==> config.mk <==
export PLATFORM = sky130hd
export DESIGN_NAME = sliding_window_max_range_core
export DESIGN_NICKNAME = d
export VERILOG_FILES = /design/src/hw/rtl/swmr_pkg.sv /design/src/hw/rtl/swmr_ram.sv /design/src/hw/rtl/swmr_ctrl.sv /design/src/hw/rtl/swmr_datapath.sv /design/src/hw/rtl/sliding_window_max_range_core.sv
export SDC_FILE = /design/constraint.sdc
export NUM_CORES = 2
export LEC_CHECK = 0
export BUFFER_PORTS_ARGS = -buffer_cell sky130_fd_sc_hd__buf_2
export CAP_MARGIN = 40
export CORE_ASPECT_RATIO = 0.7
export CORE_MARGIN = 3
export CORE_UTILIZATION = 65
export CTS_BUF_LIST = sky130_fd_sc_hd__clkbuf_2 sky130_fd_sc_hd__clkbuf_4 sky130_fd_sc_hd__clkbuf_8
export DETAILED_ROUTE_END_ITERATION = 8
export PLACE_DENSITY = 0.82
export SYNTH_ARGS = -nofsm -noshare
export SYNTH_HDL_FRONTEND = slang
export SYNTH_SLANG_ARGS = --single-unit
==> constraint.sdc <==
create_clock -name clock -period 5.88 [get_ports clock]
set_clock_uncertainty 0.05 [all_clocks]
set_input_delay 0.588 -clock clock [delete_from_list [all_inputs] [get_ports clock]]
set_output_delay 0.588 -clock clock [all_outputs]
set_load 0.05 [all_outputs]
==> src/hw/rtl/swmr_pkg.sv <==
// shared types and constants for the sliding window range core
package swmr_pkg;

   localparam int RANGE_BITS = 20;
   localparam int CFG_BITS   = 7;

   typedef enum logic [1:0] {
      ST_IDLE,
      ST_SCAN,
      ST_DRAIN,
      ST_FINISH
   } state_type;

   typedef struct packed {
      logic accept;
      logic rd_issue;
      logic finish;
   } ctl_cmd_type;

   typedef struct packed {
      logic need_scan;
      logic last_issue;
      logic out_free;
   } dp_sts_type;

endpackage

==> src/hw/rtl/swmr_ram.sv <==
// generic single write, single read ram with registered read data
module swmr_ram #(
   parameter int WIDTH = 20,
   parameter int DEPTH = 64
) (
   input  logic                     clock,
   input  logic                     wr_en,
   input  logic [$clog2(DEPTH)-1:0] wr_addr,
   input  logic [WIDTH-1:0]         wr_data,
   input  logic                     rd_en,
   input  logic [$clog2(DEPTH)-1:0] rd_addr,
   output logic [WIDTH-1:0]         rd_data
);

   logic [WIDTH-1:0] mem_ff [DEPTH];
   logic [WIDTH-1:0] rd_data_ff;

   always_ff @(posedge clock) begin
      if (wr_en) begin
         mem_ff[wr_addr] <= wr_data;
      end
      if (rd_en) begin
         rd_data_ff <= mem_ff[rd_addr];
      end
   end

   assign rd_data = rd_data_ff;

endmodule

==> src/hw/rtl/swmr_ctrl.sv <==
// controller state machine for the sliding window range core
module swmr_ctrl (
   input  logic                  clock,
   input  logic                  reset,
   input  logic                  req_valid,
   output logic                  req_stall,
   input  swmr_pkg::dp_sts_type  sts,
   output swmr_pkg::ctl_cmd_type cmd
);
   import swmr_pkg::*;

   state_type state_ff;
   state_type state_in;

   always_ff @(posedge clock) begin
      if (reset) begin
         state_ff <= ST_IDLE;
      end else begin
         state_ff <= state_in;
      end
   end

   always_comb begin
      state_in = state_ff;
      case (state_ff)
         ST_IDLE: begin
            if (req_valid) begin
               state_in = sts.need_scan ? ST_SCAN : ST_FINISH;
            end
         end
         ST_SCAN: begin
            if (sts.last_issue) begin
               state_in = ST_DRAIN;
            end
         end
         ST_DRAIN: begin
            state_in = ST_FINISH;
         end
         ST_FINISH: begin
            if (sts.out_free) begin
               state_in = ST_IDLE;
            end
         end
         default: begin
            state_in = ST_IDLE;
         end
      endcase
   end

   always_comb begin
      req_stall    = 1'b1;
      cmd.accept   = 1'b0;
      cmd.rd_issue = 1'b0;
      cmd.finish   = 1'b0;
      case (state_ff)
         ST_IDLE: begin
            req_stall  = 1'b0;
            cmd.accept = req_valid;
         end
         ST_SCAN: begin
            cmd.rd_issue = 1'b1;
         end
         ST_DRAIN: begin
         end
         ST_FINISH: begin
            cmd.finish = sts.out_free;
         end
         default: begin
         end
      endcase
   end

endmodule

==> src/hw/rtl/swmr_datapath.sv <==
// window store, min/max scan, best range and result register
module swmr_datapath #(
   parameter int WINDOW_MAX  = 64,
   parameter int SAMPLE_BITS = 20
) (
   input  logic                                 clock,
   input  logic                                 reset,
   input  swmr_pkg::ctl_cmd_type                cmd,
   output swmr_pkg::dp_sts_type                 sts,
   input  logic                                 csr_write_enable,
   input  logic [swmr_pkg::CFG_BITS-1:0]        csr_write_data,
   input  logic [SAMPLE_BITS-1:0]               req_sample_value,
   input  logic                                 req_last_sample,
   output logic                                 rsp_valid,
   input  logic                                 rsp_stall,
   output logic                                 rsp_window_full,
   output logic [swmr_pkg::RANGE_BITS-1:0]      rsp_window_range,
   output logic [swmr_pkg::RANGE_BITS-1:0]      rsp_best_range,
   output logic                                 rsp_set_done
);
   import swmr_pkg::*;

   localparam int PTR_W = $clog2(WINDOW_MAX);
   localparam int CNT_W = $clog2(WINDOW_MAX + 1);

   logic [CFG_BITS-1:0]    window_size_ff;
   logic [PTR_W-1:0]       wr_ptr_ff, wr_ptr_in;
   logic [CNT_W-1:0]       count_ff, count_in;
   logic [SAMPLE_BITS-1:0] best_ff, best_in;
   logic [PTR_W-1:0]       rd_ptr_ff, rd_ptr_in;
   logic [CNT_W-1:0]       reads_left_ff, reads_left_in;
   logic                   rd_valid_ff;
   logic [SAMPLE_BITS-1:0] hi_ff, hi_in, lo_ff, lo_in;
   logic                   full_ff, last_ff;
   logic                   rsp_valid_ff, rsp_valid_in;
   logic                   rsp_full_ff, rsp_done_ff;
   logic [RANGE_BITS-1:0]  rsp_range_ff, rsp_best_ff;

   logic [CNT_W-1:0]       win_eff;
   logic [CNT_W-1:0]       count_inc;
   logic                   full_now;
   logic [PTR_W-1:0]       wr_ptr_dec;
   logic [PTR_W-1:0]       rd_ptr_dec;
   logic [SAMPLE_BITS-1:0] ram_rd_data;
   logic [SAMPLE_BITS-1:0] range_val;
   logic [SAMPLE_BITS-1:0] range_out;
   logic [SAMPLE_BITS-1:0] best_out;
   logic [SAMPLE_BITS+RANGE_BITS-1:0] range_ext, best_ext;

   // window size clamped to 1..WINDOW_MAX
   always_comb begin
      if (window_size_ff == '0) begin
         win_eff = CNT_W'(1);
      end else if (int'(window_size_ff) > WINDOW_MAX) begin
         win_eff = CNT_W'(WINDOW_MAX);
      end else begin
         win_eff = CNT_W'(window_size_ff);
      end
   end

   assign count_inc  = (count_ff < CNT_W'(WINDOW_MAX)) ? count_ff + CNT_W'(1) : count_ff;
   assign full_now   = count_inc >= win_eff;
   assign wr_ptr_dec = (wr_ptr_ff == '0) ? PTR_W'(WINDOW_MAX - 1) : wr_ptr_ff - PTR_W'(1);
   assign rd_ptr_dec = (rd_ptr_ff == '0) ? PTR_W'(WINDOW_MAX - 1) : rd_ptr_ff - PTR_W'(1);

   assign sts.need_scan  = full_now && (win_eff != CNT_W'(1));
   assign sts.last_issue = reads_left_ff == CNT_W'(1);
   assign sts.out_free   = !rsp_valid_ff || !rsp_stall;

   swmr_ram #(
      .WIDTH(SAMPLE_BITS),
      .DEPTH(WINDOW_MAX)
   ) u_store (
      .clock  (clock),
      .wr_en  (cmd.accept),
      .wr_addr(wr_ptr_ff),
      .wr_data(req_sample_value),
      .rd_en  (cmd.rd_issue),
      .rd_addr(rd_ptr_ff),
      .rd_data(ram_rd_data)
   );

   assign range_val = hi_ff - lo_ff;
   assign range_out = full_ff ? range_val : '0;
   assign best_out  = (full_ff && (range_val > best_ff)) ? range_val : best_ff;
   assign range_ext = {{RANGE_BITS{1'b0}}, range_out};
   assign best_ext  = {{RANGE_BITS{1'b0}}, best_out};

   always_comb begin
      wr_ptr_in     = wr_ptr_ff;
      count_in      = count_ff;
      best_in       = best_ff;
      rd_ptr_in     = rd_ptr_ff;
      reads_left_in = reads_left_ff;
      hi_in         = hi_ff;
      lo_in         = lo_ff;
      rsp_valid_in  = rsp_valid_ff && rsp_stall;
      if (cmd.accept) begin
         wr_ptr_in     = (wr_ptr_ff == PTR_W'(WINDOW_MAX - 1)) ? '0 : wr_ptr_ff + PTR_W'(1);
         count_in      = count_inc;
         rd_ptr_in     = wr_ptr_dec;
         reads_left_in = win_eff - CNT_W'(1);
         hi_in         = req_sample_value;
         lo_in         = req_sample_value;
      end
      if (cmd.rd_issue) begin
         rd_ptr_in     = rd_ptr_dec;
         reads_left_in = reads_left_ff - CNT_W'(1);
      end
      if (rd_valid_ff) begin
         if (ram_rd_data > hi_ff) begin
            hi_in = ram_rd_data;
         end
         if (ram_rd_data < lo_ff) begin
            lo_in = ram_rd_data;
         end
      end
      if (cmd.finish) begin
         rsp_valid_in = 1'b1;
         best_in      = best_out;
         // closing beat of a set clears the set state
         if (last_ff) begin
            wr_ptr_in = '0;
            count_in  = '0;
            best_in   = '0;
         end
      end
   end

   always_ff @(posedge clock) begin
      if (reset) begin
         window_size_ff <= CFG_BITS'(1);
         wr_ptr_ff      <= '0;
         count_ff       <= '0;
         best_ff        <= '0;
         reads_left_ff  <= '0;
         rd_valid_ff    <= 1'b0;
         rsp_valid_ff   <= 1'b0;
      end else begin
         if (csr_write_enable) begin
            window_size_ff <= csr_write_data;
         end
         wr_ptr_ff     <= wr_ptr_in;
         count_ff      <= count_in;
         best_ff       <= best_in;
         reads_left_ff <= reads_left_in;
         rd_valid_ff   <= cmd.rd_issue;
         rsp_valid_ff  <= rsp_valid_in;
      end
   end

   always_ff @(posedge clock) begin
      rd_ptr_ff <= rd_ptr_in;
      hi_ff     <= hi_in;
      lo_ff     <= lo_in;
      if (cmd.accept) begin
         full_ff <= full_now;
         last_ff <= req_last_sample;
      end
      if (cmd.finish) begin
         rsp_full_ff  <= full_ff;
         rsp_done_ff  <= last_ff;
         rsp_range_ff <= range_ext[RANGE_BITS-1:0];
         rsp_best_ff  <= best_ext[RANGE_BITS-1:0];
      end
   end

   assign rsp_valid        = rsp_valid_ff;
   assign rsp_window_full  = rsp_full_ff;
   assign rsp_window_range = rsp_range_ff;
   assign rsp_best_range   = rsp_best_ff;
   assign rsp_set_done     = rsp_done_ff;

endmodule

==> src/hw/rtl/sliding_window_max_range_core.sv <==
// sliding window min/max range core, top level
// Streams unsigned samples and reports, per beat, whether the last window_size
// samples of the current set are all present, the max minus min over them and
// the largest such range seen in the set so far. A beat with last_sample set
// closes the set: its result carries the final best range and the window,
// sample count and best range clear for the next set. An accepted beat goes
// straight to the result while the window is not full or the window size is
// one; otherwise the window scan reads one stored sample per cycle through
// the single read port of the window store. No clearing pass is needed after
// reset. window_size is written through csr_write_enable and csr_write_data;
// the user must write it only while the core is idle, which the core itself
// does not enforce. 0 acts as 1 and values above WINDOW_MAX act as WINDOW_MAX.
// A finished result waits in an output register so that the next beat is
// accepted while the result is still stalled.
module sliding_window_max_range_core #(
   parameter int WINDOW_MAX  = 64,
   parameter int SAMPLE_BITS = 20
) (
   input  logic                             clock,
   input  logic                             reset,
   // sample beats in
   input  logic                             req_valid,
   output logic                             req_stall,
   input  logic [SAMPLE_BITS-1:0]           req_sample_value,
   input  logic                             req_last_sample,
   // result beats out
   output logic                             rsp_valid,
   input  logic                             rsp_stall,
   output logic                             rsp_window_full,
   output logic [swmr_pkg::RANGE_BITS-1:0]  rsp_window_range,
   output logic [swmr_pkg::RANGE_BITS-1:0]  rsp_best_range,
   output logic                             rsp_set_done,
   // window size register
   input  logic                             csr_write_enable,
   input  logic [swmr_pkg::CFG_BITS-1:0]    csr_write_data
);
   import swmr_pkg::*;

   ctl_cmd_type cmd;
   dp_sts_type  sts;

   // sequencing: accept, scan the older window entries and drain when a scan is needed, load result
   swmr_ctrl u_ctrl (
      .clock    (clock),
      .reset    (reset),
      .req_valid(req_valid),
      .req_stall(req_stall),
      .sts      (sts),
      .cmd      (cmd)
   );

   // storage, min/max tracking and the result register
   swmr_datapath #(
      .WINDOW_MAX (WINDOW_MAX),
      .SAMPLE_BITS(SAMPLE_BITS)
   ) u_datapath (
      .clock           (clock),
      .reset           (reset),
      .cmd             (cmd),
      .sts             (sts),
      .csr_write_enable(csr_write_enable),
      .csr_write_data  (csr_write_data),
      .req_sample_value(req_sample_value),
      .req_last_sample (req_last_sample),
      .rsp_valid       (rsp_valid),
      .rsp_stall       (rsp_stall),
      .rsp_window_full (rsp_window_full),
      .rsp_window_range(rsp_window_range),
      .rsp_best_range  (rsp_best_range),
      .rsp_set_done    (rsp_set_done)
   );

endmodule
; ---- Word-level counts from Yosys, hierarchy flattened
; Memory sizes are Yosys's and may differ from the RTL's. A register that Yosys moved wholly into a read port is not among the register bits.
; Cells that the tools add are included.
[op_classes]
n_addsub = 7
n_mul = 0
n_div = 0
magnitude_cmp = 6
eq_ne = 9
n_shift = 0
muxes = 36
n_bitwise = 0
reduce_logical = 12
[ops]
columns = operator, n
row1 = $mux 20, 8
row2 = $mux 7, 8
row3 = $mux 6, 8
row4 = $gt 20x20->1, 2
row5 = $lt 20x20->1, 1
row6 = $sub 20x20->20, 1
row7 = $sub 7x1->7 const B, 2
row8 = $logic_not 6->1, 2
row9 = $sub 6x1->6 const B, 2
row10 = $mux 2, 4
row11 = $pmux 2 s4, 1
row12 = $add 7x1->7 const B, 1
row13 = $eq 7x1->1 const B, 1
row14 = $ge 7x7->1, 1
row15 = $gt 7x7->1 const B, 1
row16 = $logic_not 7->1, 1
row17 = $lt 7x7->1 const B, 1
row18 = $mux 1, 7
row19 = $ne 7x1->1 const B, 1
row20 = $add 6x1->6 const B, 1
row21 = $eq 6x6->1 const B, 1
row22 = $eq 2x2->1 const B, 2
row23 = $ne 2x2->1 const B, 2
row24 = $logic_and 1x1->1, 3
row25 = 7 further kinds, 8
[word_totals]
reg_bits = 141
latch_bits = 0
ramBits = 1280
romBits = 0
in_bits = 33
output_inout_bits = 44
word_cells = 88
memories = 1
[memory_table]
columns = name, words, word_bits, rd, rd_ports_with_merged_regs, wr, line
row1 = u_datapath.u_store.mem_ff, 64, 20, 1, 1, 1, swmr_ram.sv:15  ; logic [WIDTH-1:0] mem_ff [DEPTH];

; ---- Longest topological paths before layout
[depth]
ltp_word = 8
ltp_mapped = 21
mapped_depth_nobuf = 19

; ---- Modules after synthesis
; From an unflattened synthesis, not the netlist that was laid out.
[hier_totals]
cells_unflattened = 3182
area_unflattened_um2 = 58612.5
[modules_own_cells]
columns = module, n_inst, cells_per_inst, area_per_inst_um2, seq_area_each_um2
row1 = swmr_ram, 1, 2243, 49695.2, 39037.4
row2 = swmr_datapath, 1, 915, 8698.3, 3283.1
row3 = swmr_ctrl, 1, 24, 219.0, 40.0

; ---- Least setup slack after synthesis
; OpenSTA, ideal clock, no wires.
[synth_timing]
kind = flip-flop to flip-flop
startpoint = reg u_datapath.lo_ff[6]
endpoint = reg u_datapath.rsp_best_ff[10] (netlist: u_datapath.rsp_best_range[10]), data pin
setup_ns = 0.260
t_arrival_ns = 4.244
t_required_ns = 5.570
path_slack_ns = 1.326
path_stages_with_launch = 17
path_buffers = 1
period_less_slack_ns = 4.554
path_cell_list = dfxtp_1 > inv_1 > ha_1 > a21oi_1 > a21oi_1 > a211o_1 > nor2_1 > o211ai_1 > or4b_1 > nand3_1 > ha_1 > a21o_1 > a21o_1 > a221o_1 > o311ai_2 > clkbuf_1 > mux2_2
[synth_between]
elab_chain_len = 4
[synth_lines]
columns = item, line
row1 = from (decl), swmr_datapath.sv:33  ; logic [SAMPLE_BITS-1:0] hi_ff, hi_in, lo_ff, lo_in;
row2 = from (signal assigned), swmr_datapath.sv:155  ; lo_ff <= lo_in;
row3 = $sub 20x20->20, swmr_datapath.sv:83  ; assign range_val = hi_ff - lo_ff;
row4 = via u_datapath.range_val[17], swmr_datapath.sv:45  ; logic [SAMPLE_BITS-1:0] range_val;
row5 = $gt 20x20->1, swmr_datapath.sv:85  ; assign best_out = (full_ff && (range_val > best_ff)) ? range_val : best_ff;
row6 = $logic_and 1x1->1, swmr_datapath.sv:85
row7 = $mux 20, swmr_datapath.sv:85
row8 = via u_datapath.best_out[10], swmr_datapath.sv:47  ; logic [SAMPLE_BITS-1:0] best_out;
row9 = to (signal assigned), swmr_datapath.sv:164  ; rsp_best_ff <= best_ext[RANGE_BITS-1:0];
row10 = to (decl), swmr_datapath.sv:37  ; logic [RANGE_BITS-1:0] rsp_range_ff, rsp_best_ff;
; The timed path passes the listed nets, and every way through them passes these cells.
; A chain may end at the register's enable or synchronous reset.

; ---- Worst setup path after layout
[layout_timing]
startpoint = reg u_datapath.lo_ff[6]
endpoint = reg u_datapath.best_ff[8]
[layout_between]
elab_chain_len = 5
[layout_lines]
columns = item, line
row1 = $sub 20x20->20, swmr_datapath.sv:83
row2 = via u_datapath.range_val[17], swmr_datapath.sv:45
row3 = $gt 20x20->1, swmr_datapath.sv:85
row4 = $logic_and 1x1->1, swmr_datapath.sv:85
row5 = $mux 20, swmr_datapath.sv:85
row6 = $mux 20, swmr_datapath.sv:122  ; if (last_ff) begin
row7 = to (signal assigned), swmr_datapath.sv:145  ; best_ff <= best_in;
row8 = to (decl), swmr_datapath.sv:29  ; logic [SAMPLE_BITS-1:0] best_ff, best_in;
; The timed path passes the listed nets, and every way through them passes these cells.

==> reports/metrics.yaml <==
cts:
  cts_tree: "built"
  clkTransAtPathRegs_ns: 0.07
  clock_latency_ns: 0.88
  cts_root_buf: "clkbuf_8"
  postCtsSetupBuffers: 0
  clock_sink_count: 1441
  cts_buffer_depth: 3
  cts_buffers: 195
  cts_max_level: 4
setup_path:
  cp_cell_sequence: "inv_1, ha_1, a21oi_1, a21oi_1, a211o_1, nor2_1, o211ai_1, or4b_1, nand3_1, ha_1, a21o_1, a21o_1, a221o_1, o311ai_4, buf_4, a21o_1, nor2b_1, buf_4, a22o_1"
  critPathKind: "flop to flop"
  cp-start-kind: "flop"
  worst_path_max_delay_cell: "or4b_1"
  cp_data_required_time_ns: 6.62
  cp-end-kind: "flop"
  critPathArrivalTime_ns: 5.92
  cpPeakStageDelay_ns: 0.55
  crit_fanout: 13
  crit_top_cell: "a21o_1"
  r2r_slack_ns: 0.70
synth:
  syn_avg_cell_area_um2: 20.6
  ys_warn_count: 0
  synth_flop_cell: "edfxtp_1"
  synth_edf_count: 1350
  ys_seq_area_share_pct: 73.3
  ys_seq_elements: 1441
  synthDistinctLibCells: 58
  postSynthCellCount: 2803
  synth_nets: 2937
  synth_area_um2: 57800
  async_flop_share_pct: 0
grt:
  grt_max_degree: 164
  grt.total_usage_pct: 30.5
  grt_overflow_total: 0
  grt_pass1_wl_mm: 203
  busiest_layer: "met2"
  grt_pass1_vias: 30500
  antenna_found_initial: 11
  globalRouteMet3Util_pct: 7.64
  grtUsageMet2_pct: 46.1
  grt_use_met1_pct: 44.6
finish:
  instances_no_fill: 4364
  area_growth_pct: 11.3
  utilization_pct: 73.8
  finalNetCount: 3188
  drive_gt1_share_pct: 32.0
detailed_routing:
  num_vias: 29900
  drc_errors: 0
  drtAntennaViolNets: 0
  via_per_inst: 6.85
  drtIter0Drc: 4474
  post_drt_wl_per_cell_um: 31.6
  dr.pass1.iters: 6
  wirelength_mm: 138
worst_hold_path:
  worst_hold_path_type: "primary input to flop"
sta:
  slew_violations: 0
  finalSetupTns_ns: 0
  finalHoldViolCount: 0
  fmax_mhz: 193
  rsz0062_at_grt: "false"
  relSlewSlack_pct: 22.2
  layout_setup_ws_ns: 0.700
  period_share_pct: 88.1
  final.min_clock_period_ns: 5.18
  worst_slew_pin_slew_ns: 1.17
  hold_slack_ns: 0.0868
  setup_viol: 0
floorplanning:
  die_x_um: 362
  rows: 90
  pin_count: 77
  start_util_pct: 66.3
  fp.dieH_um: 256
  core-area_um2: 87200
  die-area_um2: 92600
power:
  ir_drop_v: 0.000594
  total_leakage_power_uw: 0.0212
  power_per_cell_area_nw_per_um2: 438
placement:
  gp_congestion: 0.858
  dp_cells: 3993
  post-place-ws_ns: 0.845
  port_buffers: 76
  dp_hpwl_mm: 80.8
flow_run:
  drv_cap: 0
run_status:
  outcome: "finished, final reports clean"
## layer usage
| layer | wire [um] | vias up |
|---|---|---|
| met3 | 15900 | 307 |
| met2 | 65800 | 2074 |
| li1 | - | 12100 |
| met5 | 50 | - |
| met1 | 52100 | 15400 |
| met4 | 4120 | 8 |
## layout make-up
cell class / count / area [um2]
inverter: 85 / 319
clock inverter: 85 / 423
antenna: 9 / 22.5
multi-input combinational: 1142 / 14800
clock buffer: 263 / 3260
fill: 4614 / 22800
sequential: 1441 / 42400
timing repair buffer: 189 / 1650
tap: 1150 / 1440
## cells in the mapped netlist (7+ instances only)
cell / number / area (um2)
xnor2_1: 23 / 201
xor2_1: 15 / 131
ha_1: 100 / 1250
buf_2: 29 / 145
mux2i_1: 8 / 80.1
a21o_1: 22 / 165
o21a_1: 9 / 67.6
edfxtp_1: 1350 / 40500
and2_1: 18 / 113
nor2_1: 126 / 473
mux2_2: 58 / 653
a22oi_1: 14 / 105
dfxtp_1: 91 / 1820
o21ai_0: 70 / 350
nand4_1: 12 / 75.1
buf_1: 14 / 52.6
mux4_2: 420 / 9460
nor2b_1: 15 / 93.8
a21oi_1: 36 / 180
nand2b_1: 7 / 43.8
nand2_1: 73 / 274
clkbuf_1: 89 / 334
nor3_1: 13 / 65.1
nand3_1: 15 / 75.1
inv_1: 85 / 319
a22o_1: 11 / 96.3
## worst paths after layout
path,to,depth (start not counted),from
worst max-delay path,u_datapath.best_ff[8]$_SDFFE_PP0P_,19,u_datapath.lo_ff[6]$_DFF_P_
worst min-delay path,u_datapath.u_store.mem_ff[46][3]$_DFFE_PP_,1,req_sample_value[3]
worst max register to register,u_datapath.best_ff[8]$_SDFFE_PP0P_,19,u_datapath.lo_ff[6]$_DFF_P_
worst min register to register,u_datapath.best_ff[19]$_SDFFE_PP0P_,1,u_datapath.best_ff[19]$_SDFFE_PP0P_
## logic make-up after synthesis
group,after synthesis,synth area share [%]
xor+xnor,38,0.576
mux,486,17.6
compound gates,206,2.29
flops,1441,73.3
fa+ha+maj,101,2.20
buf+inv,220,1.53
simple gates,311,2.50
## state kept, by name, indices dropped and copies added (netlist names)
| name | cells |
|---|---|
| u_ctrl.state_ff | 2 |
| u_datapath.best_ff | 20 |
| u_datapath.count_ff | 7 |
| u_datapath.full_ff | 1 |
| u_datapath.hi_ff | 20 |
| u_datapath.last_ff | 1 |
| u_datapath.lo_ff | 20 |
| u_datapath.rd_ptr_ff | 6 |
| u_datapath.rd_valid_ff | 1 |
| u_datapath.reads_left_ff | 7 |
| u_datapath.rsp_best_range | 20 |
| u_datapath.rsp_set_done | 1 |
| u_datapath.rsp_valid | 1 |
| u_datapath.rsp_window_full | 1 |
| u_datapath.rsp_window_range | 20 |
| u_datapath.u_store.mem_ff | 1280 |
| u_datapath.u_store.rd_data | 20 |
| u_datapath.window_size_ff | 7 |
| u_datapath.wr_ptr_ff | 6 |
## cells in the final DEF, fill, tap and decap left out, drive strengths merged, types with 73 or more instances in the layout
cell type	n
dfxtp	91
edfxtp	1350
buf	178
ha	100
inv	88
clkbuf	263
clkinv	73
nand2	73
nor2	126
mux4	420
## per-stage QoR
step | power, uW | instance area (um2)
after CTS | 28100 | 64200
final | 28100 | 64300
after global placement | 20600 | 60000
after floorplan | 18300 | 57800
after global routing | 29300 | 64300
after detailed placement | 21000 | 60400
## timing repair
item / in CTS / in global routing
gates resized for setup: 0 / 0
hold endpoints to repair: 12 / 0
hold buffers: 11 / 0
## critical path, delay by kind of cell, from the launching register on
family	cells	cell delay (ns)
AOI/OAI and AO/OA	10	2.27
and+or+nand+nor	4	1.26
adders and majority gates	2	0.68
buffers and inverters	3	0.53
DFF	1	0.32
## power by group
| part | switching (uW) | internal, uW |
|---|---|---|
| clock network | 3630 | 3630 |
| registers | 247 | 11800 |
| logic | 4960 | 3890 |
| total | 8840 | 19300 |
(Power assumes the default switching activity.)
